<file path="src/rtl/sorted_max_priority_queue_defines.svh">
// Assertion macros for the sorted max priority queue.
`ifndef SORTED_MAX_PRIORITY_QUEUE_DEFINES_SVH
`define SORTED_MAX_PRIORITY_QUEUE_DEFINES_SVH

// Clocked check, disabled while reset is asserted.
`define SMPQ_ASSERT(name, clk, rst_n, prop, msg) \
    name: assert property (@(posedge clk) disable iff (!rst_n) prop) else $error(msg);

// Clocked check that also holds during reset.
`define SMPQ_ASSERT_ALWAYS(name, clk, prop, msg) \
    name: assert property (@(posedge clk) prop) else $error(msg);

`endif

</file>
<file path="src/rtl/smpq_pkg.sv">
// Shared types and constants of the sorted max priority queue.
package smpq_pkg;

    localparam int DEPTH_DEF  = 16;
    localparam int VALUE_W    = 32;
    localparam int CMD_W      = 2;
    localparam int COUNT_W    = 5;
    localparam int STATUS_W   = 2;

    localparam logic [CMD_W-1:0] CMD_INSERT = 2'd0;
    localparam logic [CMD_W-1:0] CMD_DELETE = 2'd1;
    localparam logic [CMD_W-1:0] CMD_PEEK   = 2'd2;

    localparam logic [STATUS_W-1:0] ST_OK    = 2'd0;
    localparam logic [STATUS_W-1:0] ST_FULL  = 2'd1;
    localparam logic [STATUS_W-1:0] ST_EMPTY = 2'd2;

    localparam logic signed [VALUE_W-1:0] EMPTY_MAX = '1;

    // Broadcast to every cell in the row.
    typedef struct packed {
        logic                      ins;
        logic                      del;
        logic signed [VALUE_W-1:0] value;
    } cell_cmd_t;

endpackage

</file>
<file path="src/rtl/smpq_channels.sv">
// Valid/ready channel interfaces for the queue's request and response items.
interface smpq_req_if;
    logic                                  valid;
    logic                                  ready;
    logic [smpq_pkg::CMD_W-1:0]            cmd;
    logic signed [smpq_pkg::VALUE_W-1:0]   value;

    modport source (output valid, output cmd, output value, input ready);
    modport sink   (input valid, input cmd, input value, output ready);
endinterface

interface smpq_rsp_if;
    logic                                  valid;
    logic                                  ready;
    logic signed [smpq_pkg::VALUE_W-1:0]   max_value;
    logic [smpq_pkg::COUNT_W-1:0]          count;
    logic                                  empty_res;
    logic [smpq_pkg::STATUS_W-1:0]         status;

    modport source (output valid, output max_value, output count, output empty_res,
                    output status, input ready);
    modport sink   (input valid, input max_value, input count, input empty_res,
                    input status, output ready);
endinterface

</file>
<file path="src/rtl/smpq_cell.sv">
// One slot of the sorted row: holds an entry and shifts with its neighbors.
module smpq_cell (
    input  logic                                 clk,
    input  smpq_pkg::cell_cmd_t                  cmd,
    input  logic                                 occupied,
    input  logic                                 left_keep,
    input  logic signed [smpq_pkg::VALUE_W-1:0]  left_entry,
    input  logic signed [smpq_pkg::VALUE_W-1:0]  right_entry,
    output logic                                 keep,
    output logic signed [smpq_pkg::VALUE_W-1:0]  entry,
    output logic signed [smpq_pkg::VALUE_W-1:0]  entry_next
);

    logic signed [smpq_pkg::VALUE_W-1:0] entry_reg;

    // Equal values stay ahead of the new one.
    assign keep = occupied && (entry_reg >= cmd.value);

    always_comb
    begin
        if (cmd.ins)
        begin
            if (keep)
                entry_next = entry_reg;
            else if (left_keep)
                entry_next = cmd.value;
            else
                entry_next = left_entry;
        end
        else if (cmd.del)
        begin
            entry_next = right_entry;
        end
        else
        begin
            entry_next = entry_reg;
        end
    end

    always_ff @(posedge clk)
    begin
        entry_reg <= entry_next;
    end

    assign entry = entry_reg;

endmodule

</file>
<file path="src/rtl/sorted_max_priority_queue.sv">
// Sorted max priority queue: a row of DEPTH cells, head cell holds the maximum.
// Response: the result item is registered from the accepted request and is valid in the next cycle.
// Throughput: one item per cycle while the response side is ready; each cell compares against the broadcast
// value and moves at most one place per item, so the row itself never makes an item wait on another.
// Reset: count and response valid clear asynchronously; cell contents are unset.
`include "sorted_max_priority_queue_defines.svh"

module sorted_max_priority_queue #(
    parameter int DEPTH = smpq_pkg::DEPTH_DEF
) (
    input  logic              clk,
    input  logic              rst_n,
    smpq_req_if.sink          req,
    smpq_rsp_if.source        rsp
);

    localparam int CNT_W = $clog2(DEPTH + 1);

    logic [CNT_W-1:0] count_reg;
    logic [CNT_W-1:0] count_next;

    logic                                   rsp_valid_reg;
    logic signed [smpq_pkg::VALUE_W-1:0]    rsp_max_reg;
    logic [smpq_pkg::COUNT_W-1:0]           rsp_count_reg;
    logic                                   rsp_empty_reg;
    logic [smpq_pkg::STATUS_W-1:0]          rsp_status_reg;

    logic                                   accept;
    logic                                   full;
    logic                                   is_ins;
    logic                                   is_del;
    logic [smpq_pkg::STATUS_W-1:0]          status;
    smpq_pkg::cell_cmd_t                    cell_cmd;

    logic                                   keep       [DEPTH];
    logic signed [smpq_pkg::VALUE_W-1:0]    entries    [DEPTH];
    logic signed [smpq_pkg::VALUE_W-1:0]    entry_next [DEPTH];

    assign req.ready = !rsp_valid_reg || rsp.ready;
    assign accept    = req.valid && req.ready;
    assign full      = (count_reg == CNT_W'(DEPTH));
    assign is_ins    = accept && (req.cmd == smpq_pkg::CMD_INSERT);
    assign is_del    = accept && (req.cmd == smpq_pkg::CMD_DELETE);

    assign cell_cmd.ins   = is_ins && !full;
    assign cell_cmd.del   = is_del && (count_reg != '0);
    assign cell_cmd.value = req.value;

    always_comb
    begin
        status = smpq_pkg::ST_OK;
        if (is_ins && full)
            status = smpq_pkg::ST_FULL;
        else if (is_del && (count_reg == '0))
            status = smpq_pkg::ST_EMPTY;
    end

    always_comb
    begin
        count_next = count_reg;
        if (cell_cmd.ins)
            count_next = count_reg + CNT_W'(1);
        else if (cell_cmd.del)
            count_next = count_reg - CNT_W'(1);
    end

    for (genvar i = 0; i < DEPTH; i++)
    begin : g_cell
        logic                                 left_keep;
        logic signed [smpq_pkg::VALUE_W-1:0]  left_entry;
        logic signed [smpq_pkg::VALUE_W-1:0]  right_entry;

        if (i == 0)
        begin : g_head
            assign left_keep  = 1'b1;
            assign left_entry = entries[0];
        end
        else
        begin : g_body
            assign left_keep  = keep[i-1];
            assign left_entry = entries[i-1];
        end

        if (i == DEPTH - 1)
        begin : g_tail
            assign right_entry = entries[i];
        end
        else
        begin : g_mid
            assign right_entry = entries[i+1];
        end

        smpq_cell u_cell (
            .clk         (clk),
            .cmd         (cell_cmd),
            .occupied    (CNT_W'(i) < count_reg),
            .left_keep   (left_keep),
            .left_entry  (left_entry),
            .right_entry (right_entry),
            .keep        (keep[i]),
            .entry       (entries[i]),
            .entry_next  (entry_next[i])
        );
    end

    always_ff @(posedge clk or negedge rst_n)
    begin
        if (!rst_n)
        begin
            count_reg     <= '0;
            rsp_valid_reg <= 1'b0;
        end
        else
        begin
            count_reg <= count_next;
            if (accept)
                rsp_valid_reg <= 1'b1;
            else if (rsp.ready)
                rsp_valid_reg <= 1'b0;
        end
    end

    always_ff @(posedge clk)
    begin
        if (accept)
        begin
            rsp_max_reg    <= (count_next == '0) ? smpq_pkg::EMPTY_MAX : entry_next[0];
            rsp_count_reg  <= smpq_pkg::COUNT_W'(count_next);
            rsp_empty_reg  <= (count_next == '0);
            rsp_status_reg <= status;
        end
    end

    assign rsp.valid     = rsp_valid_reg;
    assign rsp.max_value = rsp_max_reg;
    assign rsp.count     = rsp_count_reg;
    assign rsp.empty_res = rsp_empty_reg;
    assign rsp.status    = rsp_status_reg;

    `SMPQ_ASSERT_ALWAYS(a_count_bound, clk, count_reg <= CNT_W'(DEPTH), "count above depth")
    `SMPQ_ASSERT(a_full_drop, clk, rst_n, is_ins && full |=> (rsp_status_reg == smpq_pkg::ST_FULL) && $stable(count_reg), "full insert not flagged")
    `SMPQ_ASSERT(a_head_order, clk, rst_n, (count_reg >= CNT_W'(2)) |-> (entries[0] >= entries[1]), "head out of order")
    `SMPQ_ASSERT(a_rsp_follows, clk, rst_n, accept |=> rsp_valid_reg, "accepted item gave no response")

endmodule

</file>
<file path="src/flat_wrapper.sv">
// flat-port wrapper written by rule: the top's interface ports become plain ports
module sorted_max_priority_queue_flat 
#(
    parameter int DEPTH = smpq_pkg::DEPTH_DEF
)
  (clk, rst_n, req_valid, req_cmd, req_value, req_ready, rsp_valid, rsp_max_value, rsp_count, rsp_empty_res, rsp_status, rsp_ready);
  smpq_req_if req_i ();
  smpq_rsp_if rsp_i ();
  input  logic clk;
  input  logic rst_n;
  input wire logic [$bits(req_i.valid)-1:0] req_valid;
  input wire logic [$bits(req_i.cmd)-1:0] req_cmd;
  input wire logic [$bits(req_i.value)-1:0] req_value;
  output wire logic [$bits(req_i.ready)-1:0] req_ready;
  output wire logic [$bits(rsp_i.valid)-1:0] rsp_valid;
  output wire logic [$bits(rsp_i.max_value)-1:0] rsp_max_value;
  output wire logic [$bits(rsp_i.count)-1:0] rsp_count;
  output wire logic [$bits(rsp_i.empty_res)-1:0] rsp_empty_res;
  output wire logic [$bits(rsp_i.status)-1:0] rsp_status;
  input wire logic [$bits(rsp_i.ready)-1:0] rsp_ready;
  assign req_i.valid = req_valid;
  assign req_i.cmd = req_cmd;
  assign req_i.value = req_value;
  assign req_ready = req_i.ready;
  assign rsp_valid = rsp_i.valid;
  assign rsp_max_value = rsp_i.max_value;
  assign rsp_count = rsp_i.count;
  assign rsp_empty_res = rsp_i.empty_res;
  assign rsp_status = rsp_i.status;
  assign rsp_i.ready = rsp_ready;
  sorted_max_priority_queue #(.DEPTH(DEPTH)) u_core (.clk(clk), .rst_n(rst_n), .req(req_i), .rsp(rsp_i));
endmodule
</file>
<file path="config.mk">
export PLATFORM = sky130hd
export DESIGN_NAME = sorted_max_priority_queue_flat
export DESIGN_NICKNAME = d
export VERILOG_FILES = /design/src/rtl/smpq_pkg.sv /design/src/rtl/smpq_channels.sv /design/src/rtl/smpq_cell.sv /design/src/rtl/sorted_max_priority_queue.sv /design/src/flat_wrapper.sv
export VERILOG_INCLUDE_DIRS = /design/src /design/src/rtl
export SDC_FILE = /design/constraint.sdc
export NUM_CORES = 2
export LEC_CHECK = 0
export BUFFER_PORTS_ARGS = -buffer_cell sky130_fd_sc_hd__buf_4
export CAP_MARGIN = 20
export CELL_PAD_IN_SITES_DETAIL_PLACEMENT = 1
export CELL_PAD_IN_SITES_GLOBAL_PLACEMENT = 1
export CORE_MARGIN = 4
export CORE_UTILIZATION = 55
export DETAILED_ROUTE_END_ITERATION = 12
export HOLD_SLACK_MARGIN = 0.12
export PLACE_DENSITY_LB_ADDON = 0.1
export SYNTH_ARGS = -nofsm -noshare
export SYNTH_HDL_FRONTEND = slang
export SYNTH_HIERARCHICAL = 1
export SYNTH_SLANG_ARGS = --single-unit
export TNS_END_PERCENT = 50
</file>
<file path="constraint.sdc">
create_clock -name clk -period 13.55 [get_ports clk]
set_input_delay 1.355 -clock clk [delete_from_list [all_inputs] [get_ports clk]]
set_output_delay 1.355 -clock clk [all_outputs]
set_load 0.01 [all_outputs]
</file>
==> qor.csv <==
stage;metric;value;unit
timing;clock.fmax;190;MHz
grt;overflow;0;
timing;hold_violations;0;
timing;final.period_utilization;0.389;
clocking;cts_resized;0;
yosys;avgSynthCellArea;9.00;um2
power;p_leak;0.0241;uW
clocking;path_clk_slew;0.06;ns
detailed_routing;drc;0;
place;place_congestion;0.917;
clocking;htree_num_levels;3;
setup_path;arrival;5.77;ns
place;portBuffers;79;
setup_path;crit_required;14.05;ns
timing;finalSetupViolCount;0;
place;dp_cells;6728;
place;dp_hpwl;135000;um
cells_and_area;fin_cells;6861;
job;drv_cap;0;
floorplanning;die_x;318;um
yosys;syn-num-nets;6421;
cells_and_area;largest_reg_flops;512;
setup_path;worst-setup-path-type;in -> reg;
setup_path;crit_fanout;223;
floorplanning;die_area;101000;um2
yosys;ys.warnings.count;6;
timing;worst_pin_slew;1.08;ns
cells_and_area;n_antenna_cell;0;
cells_and_area;fin_util;0.571;
clocking;clockBufferDepth;3;
clocking;clk_latency;0.65;ns
clocking;cts_root_buffer;clkbuf_16;
clocking;cts_setup_buffers;0;
detailed_routing;via_per_inst;7.50;
detailed_routing;drt_wl_total;197000;um
detailed_routing;vias;51500;
timing;final_max_slew_viol_count;0;
timing;maxSlewHeadroom;0.277;
timing;skew;0.0263;ns
yosys;synth_cells;5867;
power;vdd_drop_max;0.000129;V
power;p_per_area;225;nW/um2
detailed_routing;ant_nets;0;
grt;grt_pass1_vias;52000;
detailed_routing;drt_iter0_markers;5812;
clocking;cts.sinks;558;
detailed_routing;dr.pass1.iters;7;
setup_path;end_kind;register;
timing;rsz0062_at_grt;false;
floorplanning;start_util;0.555;
cells_and_area;area_growth;2.90;%
cells_and_area;fillers;11000;
grt;grt_max_degree;224;
floorplanning;fp-row-count;113;
floorplanning;dieHeight;318;um
worst_hold_path;hp-class;in -> async;
run_status;status;finished clean;
clocking;ctsHoldBuffers;0;
clocking;cts_tree;yes;
clocking;cts-buffers-inserted;73;
floorplanning;io_pins;80;
setup_path;critPathLaunchType;primary input;
cells_and_area;fin_nets;6096;
grt;grt_first_pass_wirelength;306000;um
grt;grt_use_total;0.369;
detailed_routing;wl_per_cell;28.7;um
timing;finalSetupTns;0;ns
floorplanning;core;95200;um2
yosys;syn_area;52800;um2
cells_and_area;drive_gt1_frac;0.189;
grt;antenna_found_initial;6;
timing;finalCriticalPeriod;5.27;ns
cell usage in the layout (no fill, tap or decap), drive strengths merged, types with 101 or more instances in the layout:
cell type	instances
nand4	130
a22oi	512
clkbuf	112
nand3	578
o21ai	101
o311ai	512
inv	583
dfxtp	512
ha	516
mux2	528
o2111ai	528
nand2	174
buf	208
a21oi	226
critical path, stage by stage:
cell     delay, ns
buf_4         0.11
nor2b_1       0.22
nand2_1       0.33
nor3_2        0.28
buf_12        0.73
buf_4         0.89
buf_12        0.62
nor2_2        0.30
buf_4         0.31
a22oi_1       0.24
nand3_1       0.12
metal layers:
metal,vias to the layer above,GRT usage,share of wire
li1,22900,-,-
met1,25900,0.456,0.40
met2,2098,0.626,0.48
met3,597,0.0647,0.067
met4,4,0.173,0.050
met5,-,0,0.00015
worst paths after layout:
path                                              startpoint  cells after the start  slack, ns                                 to
hold reg to reg            u_core/g_cell[15].u_cell/entry[0]                      2       0.55  u_core/g_cell[15].u_cell/entry[0]
hold / removal                                         rst_n                      1       0.52                u_core/count_reg[3]
max in group asynchronous                              rst_n                      1      12.91                u_core/count_reg[0]
setup / recovery                                  req_cmd[1]                     11       8.28  u_core/g_cell[6].u_cell/entry[13]
setup reg to reg                         u_core/count_reg[1]                     11       8.28  u_core/g_cell[6].u_cell/entry[13]
min in group clk           u_core/g_cell[15].u_cell/entry[0]                      2       0.55  u_core/g_cell[15].u_cell/entry[0]
power by group:
part / internal (uW) / switching [uW] / leakage (uW) / total (uW)
Combinational: 2700 / 3830 / 0.0182 / 6530
Clock: 1240 / 818 / 0.00120 / 2060
Sequential: 2380 / 1260 / 0.00469 / 3650
Total: 6320 / 5910 / 0.0241 / 12200
per-stage QoR:
| step | hold slack, ns | total power (uW) | area, um2 | setup slack [ns] |
|---|---|---|---|---|
| after floorplan | 0.494 | 8290 | 52800 | 7.46 |
| after global routing | 0.498 | 12900 | 54300 | 8.07 |
| after CTS | 0.494 | 12100 | 54300 | 8.50 |
| after detailed placement | 0.550 | 9950 | 51800 | 7.85 |
| final | 0.523 | 12200 | 54300 | 8.28 |
| after global placement | 0.522 | 9670 | 51700 | 8.01 |
final cells by class:
type	instances	area, um2	area share
multi-input combinational	4120	34800	0.640
sequential	558	11600	0.214
clock buffer	112	2220	0.0408
inverter	581	2180	0.0402
timing repair buffer	208	1690	0.0311
tap	1265	1580	0.0291
clock inverter	17	253	0.00465
Power figures use the tool's default switching activity.
